[config.mk]
export PLATFORM = sky130hd
export DESIGN_NAME = sorted_array_priority_queue
export DESIGN_NICKNAME = d
export VERILOG_FILES = /design/src/design/sapq_pkg.sv /design/src/design/sapq_cell.sv /design/src/design/sorted_array_priority_queue.sv
export SDC_FILE = /design/constraint.sdc
export NUM_CORES = 2
export LEC_CHECK = 0
export BUFFER_PORTS_ARGS = -buffer_cell sky130_fd_sc_hd__buf_4
export CORE_UTILIZATION = 57
export CTS_CLUSTER_DIAMETER = 100
export DETAILED_ROUTE_END_ITERATION = 12
export GPL_ROUTABILITY_DRIVEN = 0
export PLACE_DENSITY = 0.71
export SLEW_MARGIN = 20
export SYNTH_ARGS = -nofsm -noshare
export SYNTH_HDL_FRONTEND = slang
export SYNTH_SLANG_ARGS = --single-unit
[constraint.sdc]
create_clock -name clock -period 10.8 [get_ports clock]
set_clock_uncertainty 0.1 [all_clocks]
set_input_delay 2.16 -clock clock [delete_from_list [all_inputs] [get_ports clock]]
set_output_delay 2.16 -clock clock [all_outputs]
set_load 0.05 [all_outputs]
[src/design/sapq_pkg.sv]
package sapq_pkg;

   // field widths fixed by the interface
   localparam int unsigned ValueWidth   = 32;
   localparam int unsigned CmdWidth     = 2;
   localparam int unsigned StatusWidth  = 2;
   localparam int unsigned CountOutWidth = 5;

   // command codes
   localparam logic [CmdWidth-1:0] CMD_INSERT = 2'd0;
   localparam logic [CmdWidth-1:0] CMD_DELETE = 2'd1;
   localparam logic [CmdWidth-1:0] CMD_QUERY  = 2'd2;

   // status codes
   localparam logic [StatusWidth-1:0] ST_OK    = 2'd0;
   localparam logic [StatusWidth-1:0] ST_FULL  = 2'd1;
   localparam logic [StatusWidth-1:0] ST_EMPTY = 2'd2;

   // control broadcast to every cell of the row
   typedef struct packed {
      logic                          shift_in;
      logic                          shift_out;
      logic signed [ValueWidth-1:0]  key;
   } sapq_ctl_type;

endpackage

[src/design/sapq_cell.sv]
module sapq_cell (
   input  logic                                  clock,
   input  sapq_pkg::sapq_ctl_type                ctl,
   input  logic                                  live,
   input  logic signed [sapq_pkg::ValueWidth-1:0] left_val,
   input  logic                                  left_gt,
   input  logic signed [sapq_pkg::ValueWidth-1:0] right_val,
   output logic signed [sapq_pkg::ValueWidth-1:0] val,
   output logic                                  gt
);
   import sapq_pkg::*;

   logic signed [ValueWidth-1:0] val_ff;
   logic signed [ValueWidth-1:0] val_in;

   // this live entry is strictly larger than the key being inserted
   assign gt  = live && (val_ff > ctl.key);
   assign val = val_ff;

   // insert: larger entries move up, the first slot past the smaller ones takes the key
   // delete: every entry moves down one slot
   always_comb begin
      val_in = val_ff;
      if (ctl.shift_in) begin
         if (left_gt) begin
            val_in = left_val;
         end else if (gt || !live) begin
            val_in = ctl.key;
         end
      end else if (ctl.shift_out) begin
         val_in = right_val;
      end
   end

   always_ff @(posedge clock) begin
      val_ff <= val_in;
   end

endmodule

[src/design/sorted_array_priority_queue.sv]
// Sorted-array priority queue of signed 32-bit values, DEPTH entries deep.
// Input channel req_*: command (insert, delete smallest, query smallest and
// largest) with a value that only insert uses. Result channel rsp_*: one
// transaction per command carrying status, min_value, max_value and the
// entry count after the command.
// Entries sit in a row of cells, smallest in cell 0. Each cell compares its
// entry with the incoming key in parallel, so an insert or delete moves the
// whole row by one slot together.
// The result is registered and appears in the cycle after the command is accepted.
// Throughput: one command per cycle while req_stall is low; the compare in
// every cell plus the neighbor select sets the cycle.
// A result waiting in the output register does not block a new command as
// long as rsp_stall is low; while rsp_stall is high and a result is held,
// req_stall is high and the held result stays unchanged.
// Reset empties the queue (count zero) and drops any pending result; the
// entry storage itself is not cleared, only the count marks what is live.
module sorted_array_priority_queue #(
   parameter int unsigned DEPTH = 16
) (
   input  logic                                   clock,
   input  logic                                   reset,
   input  logic                                   req_valid,
   output logic                                   req_stall,
   input  logic [sapq_pkg::CmdWidth-1:0]          req_command,
   input  logic signed [sapq_pkg::ValueWidth-1:0] req_value,
   output logic                                   rsp_valid,
   input  logic                                   rsp_stall,
   output logic [sapq_pkg::StatusWidth-1:0]       rsp_status,
   output logic signed [sapq_pkg::ValueWidth-1:0] rsp_min_value,
   output logic signed [sapq_pkg::ValueWidth-1:0] rsp_max_value,
   output logic [sapq_pkg::CountOutWidth-1:0]     rsp_count
);
   import sapq_pkg::*;

   localparam int unsigned CW = $clog2(DEPTH + 1);

   logic [CW-1:0]                count_ff, count_in;
   logic signed [ValueWidth-1:0] max_ff, max_in;

   logic                         rsp_valid_ff, rsp_valid_in;
   logic [StatusWidth-1:0]       rsp_status_ff, rsp_status_in;
   logic signed [ValueWidth-1:0] rsp_min_ff, rsp_min_in;
   logic signed [ValueWidth-1:0] rsp_max_ff, rsp_max_in;
   logic [CountOutWidth-1:0]     rsp_count_ff, rsp_count_in;

   logic                         accept, full, empty, do_ins, do_del;
   sapq_ctl_type                 ctl;

   logic signed [ValueWidth-1:0] cell_val [DEPTH];
   logic                         cell_gt  [DEPTH];

   // handshake: take a command unless a held result is stalled
   assign req_stall = rsp_valid_ff && rsp_stall;
   assign accept    = req_valid && !req_stall;

   assign full   = (count_ff == CW'(DEPTH));
   assign empty  = (count_ff == '0);
   assign do_ins = accept && (req_command == CMD_INSERT) && !full;
   assign do_del = accept && (req_command == CMD_DELETE) && !empty;

   assign ctl.shift_in  = do_ins;
   assign ctl.shift_out = do_del;
   assign ctl.key       = req_value;

   // row of cells, each talking to its neighbors; the end cells have only one
   for (genvar i = 0; i < DEPTH; i++) begin : g_cell
      logic signed [ValueWidth-1:0] left_val, right_val;
      logic                         left_gt;

      if (i == 0) begin : g_first
         assign left_val = '0;
         assign left_gt  = 1'b0;
      end else begin : g_mid
         assign left_val = cell_val[i-1];
         assign left_gt  = cell_gt[i-1];
      end

      if (i == DEPTH - 1) begin : g_last
         assign right_val = '0;
      end else begin : g_inner
         assign right_val = cell_val[i+1];
      end

      sapq_cell u_cell (
         .clock     (clock),
         .ctl       (ctl),
         .live      (CW'(i) < count_ff),
         .left_val  (left_val),
         .left_gt   (left_gt),
         .right_val (right_val),
         .val       (cell_val[i]),
         .gt        (cell_gt[i])
      );
   end

   // count and largest entry track the row
   always_comb begin
      count_in = count_ff;
      max_in   = max_ff;
      if (do_ins) begin
         count_in = count_ff + CW'(1);
         if (empty || (req_value >= max_ff)) begin
            max_in = req_value;
         end
      end else if (do_del) begin
         count_in = count_ff - CW'(1);
      end
   end

   // result of the accepted command
   always_comb begin
      rsp_status_in = ST_OK;
      rsp_min_in    = '0;
      rsp_max_in    = '0;
      rsp_count_in  = CountOutWidth'(count_in);
      unique case (req_command)
         CMD_INSERT: begin
            if (full) begin
               rsp_status_in = ST_FULL;
            end
         end
         CMD_DELETE: begin
            if (empty) begin
               rsp_status_in = ST_EMPTY;
            end else begin
               rsp_min_in = cell_val[0];
            end
         end
         CMD_QUERY: begin
            if (empty) begin
               rsp_status_in = ST_EMPTY;
            end else begin
               rsp_min_in = cell_val[0];
               rsp_max_in = max_ff;
            end
         end
         default: begin
            rsp_status_in = ST_OK;
         end
      endcase
   end

   assign rsp_valid_in = accept || (rsp_valid_ff && rsp_stall);

   always_ff @(posedge clock) begin
      if (reset) begin
         count_ff     <= '0;
         rsp_valid_ff <= 1'b0;
      end else begin
         count_ff     <= count_in;
         rsp_valid_ff <= rsp_valid_in;
      end
   end

   always_ff @(posedge clock) begin
      max_ff <= max_in;
      if (accept) begin
         rsp_status_ff <= rsp_status_in;
         rsp_min_ff    <= rsp_min_in;
         rsp_max_ff    <= rsp_max_in;
         rsp_count_ff  <= rsp_count_in;
      end
   end

   assign rsp_valid     = rsp_valid_ff;
   assign rsp_status    = rsp_status_ff;
   assign rsp_min_value = rsp_min_ff;
   assign rsp_max_value = rsp_max_ff;
   assign rsp_count     = rsp_count_ff;

`ifndef SYNTHESIS
   a_count_bound: assert property (@(posedge clock) disable iff (reset)
      count_ff <= CW'(DEPTH))
      else $error("entry count above capacity");

   a_full_status: assert property (@(posedge clock) disable iff (reset)
      accept && (req_command == CMD_INSERT) && full |=> rsp_status == ST_FULL)
      else $error("insert into full queue not reported");

   a_ins_count: assert property (@(posedge clock) disable iff (reset)
      do_ins |=> count_ff == $past(count_ff) + CW'(1))
      else $error("insert did not grow the count");

   a_del_count: assert property (@(posedge clock) disable iff (reset)
      do_del |=> count_ff == $past(count_ff) - CW'(1))
      else $error("delete did not shrink the count");

   a_sorted_head: assert property (@(posedge clock) disable iff (reset)
      (count_ff != '0) |-> cell_val[0] <= max_ff)
      else $error("smallest entry above tracked largest");
`endif

endmodule
==> metrics.csv <==
metric,value,unit
ys_warn_count,0,
place_hpwl,94.9,mm
cap_violations,0,
critPathMaxStageDelay,1.09,ns
drc,0,
combPwrFrac,15.0,%
drtIter0Drc,5004,
drive_above_1_share,7.55,%
path_class,in -> reg,
ys_seq_elements,621,
p_sw_share,27.7,%
register_area,18600,um^2
synth_area_per_cell,10.3,um^2
wl_met1,55.7,mm
rr_endpoint,g_cell[13].u_cell.val[22],
final_area,46000,um^2
critPathCaptureType,flop,
portBuffers,110,
power,6.22,mW
start_kind,input port,
final.setup.worst_slack,4.08,ns
period_needed,6.72,ns
max_freq,149,MHz
arrival,6.98,ns
grt_pass1_wl,196,mm
holdBufCountCts,0,
clk_latency,0.62,ns
layout.nets,4675,
wl,132,mm
met3_length,17.5,mm
grt_pass1_vias,31707,
most-common-layout-cells,"edfxtp_1 (615), nand2_1 (576), ha_1 (551), nor2_1 (444), a21oi_1 (356)",
status,finished clean,
p_switching,1.72,mW
clockRootBuffer,clkbuf_16,
layout_commonest_cell,edfxtp_1,
powerDensity,135,nW/um^2
dieHeight,273,um
synth_edf_count,615,
synth_cell_types,70,
antenna_left,0,
synth_ff_type,edfxtp_1,
die_area,74500,um^2
io_pins,111,
wl_per_cell,25.9,um
postCtsResizedCells,0,
core-area,72800,um^2
grt_start_max_net_pins,179,
track_usage,34.5,%
clk_path_buf_depth,3,
ys_async_sr_fraction,0,%
max-vdd-ir-drop,131,uV
hp-class,reg -> reg,
crit_fanout,34,
ff2ff_setup_slack,5.90,ns
place_area,43700,um^2
ctsHtreeMaxLevel,3,
synth_nets,4660,
diodes,0,
final_max_slew_viol_count,0,
tns,0,ns
dr_wl_met2,54.8,mm
initial_core_util,57.5,%
cp-endpoint,g_cell[13].u_cell.val[22],
post_cts_buffers,0,
syn_inst,4071,
cts_tree,done,
slowest_stage,nor4_1,
areaGrowthSynthToFinish,9.94,%
hold_ws,0.468,ns
regToRegStartpoint,g_cell[12].u_cell.val[31],
clkTransAtPathRegs,0.06,ns
netlist_area,41900,um^2
cts_buffers,71,
pre_cts_slack,3.60,ns
avgViaCountPerCell,6.82,
antenna_found_initial,1,
reg2regPathDepth,8,
fin_cells,5093,
finalSetupViolations,0,
setup.worst_path.start,req_value[31],
grt-ovfl-total,0,
rows,99,
highest_layer,met5,
fp.dieW,273,um
cp.required,11.06,ns
worstMarginPinSlew,1.26,ns
fillers,5775,
worstPathCellList,buf_4 > inv_1 > ha_1 > nand4_1 > nor4_1 > nand3_1 > nand3_1 > mux2_2 > a41oi_4 > buf_4,
dp.cells,4970,
cts.sinks,621,
p_leak,18.5,nW
min_period_over_period,62.2,%
rsz0062_at_grt,false,
vias,34726,
dr.pass1.iters,7,
power_frac_clock,38.8,%
yosysSeqAreaShare,44.4,%
multi_input_area,22200,um^2
power_frac_seq,46.2,%
final_util,63.2,%
slew_headroom,15.4,%
final-hold-violation-count,0,
p_int,4.50,mW
registers in the layout, summed over array words and instances, names as in the netlist:
| register | cells |
|---|---|
| g_cell.u_cell.val | 512 |
| max_ff | 32 |
| rsp_count | 5 |
| rsp_status | 2 |
| count_ff | 5 |
| rsp_valid | 1 |
| rsp_max_value | 32 |
| rsp_min_value | 32 |
cell usage after synthesis, drive strengths merged (48+ instances only):
cell type / number / share of area (%)
and3: 66 / 0.99
o211ai: 83 / 1.5
buf: 81 / 1.1
a21o: 48 / 0.86
nand2: 577 / 5.2
nand4: 115 / 1.7
a221o: 249 / 6.0
nor2: 445 / 4.0
clkbuf: 142 / 1.3
nand3: 131 / 1.6
o21ai: 62 / 0.77
a21oi: 358 / 4.3
mux2i: 165 / 4.0
ha: 551 / 16
inv: 112 / 1.0
edfxtp: 615 / 44
power by group through the flow:
stage / clock network [mW] / registers (mW) / logic (mW)
2_1_floorplan: 0 / 2.94 / 0.561
3_3_place_gp: 0 / 2.91 / 0.877
3_5_place_dp: 0 / 2.92 / 0.908
4_1_cts: 2.42 / 2.87 / 0.914
5_1_grt: 2.50 / 2.88 / 1.02
6_report: 2.42 / 2.87 / 0.934
critical path, delay by kind of cell:
kind,cells,cell delay (ns)
buffers and inverters,3,1.14
multiplexers,1,0.93
adder cells (fa/ha/maj),1,0.36
AND/OR/NAND/NOR,4,1.89
AO/OA/AOI/OAI,1,0.46
worst min-delay path by stage:
stage / slack (ns) / startpoint / cells past startpoint / endpoint
2_1_floorplan: 0.44 / g_cell[15].u_cell.val[10] / 2 / g_cell[14].u_cell.val[10]
3_3_place_gp: 0.45 / max_ff[28] / 1 / rsp_max_value[28]
3_5_place_dp: 0.46 / max_ff[7] / 1 / rsp_max_value[7]
4_1_cts: 0.47 / max_ff[7] / 1 / rsp_max_value[7]
5_1_grt: 0.49 / max_ff[10] / 1 / rsp_max_value[10]
6_report: 0.47 / max_ff[7] / 1 / rsp_max_value[7]
per-layer routing:
metal / up-vias / GRT usage, %
met1: 16529 / 52.9
met2: 2346 / 48.7
met5: - / 0
met4: 2 / 10.8
li1: 15638 / -
met3: 211 / 6.65
area by class of cell:
class / count / share of cell area (%)
clock inverter: 31 / 0.691
inverter: 112 / 0.913
clock buffer: 90 / 4.15
sequential: 621 / 40.4
multi-input combinational: 3115 / 48.3
timing repair buffer: 165 / 2.93
tap: 959 / 2.61
kinds of logic after synthesis:
kind of cell             share of synthesized area [%]
AO/OA/AOI/OAI                                     16.1
XOR/XNOR                                         0.188
adder cells (fa/ha/maj)                           16.5
buffers and inverters                             3.42
flip-flops                                        44.4
multiplexers                                      4.25
AND/OR/NAND/NOR                                   15.2
(Power assumes the default switching activity.)
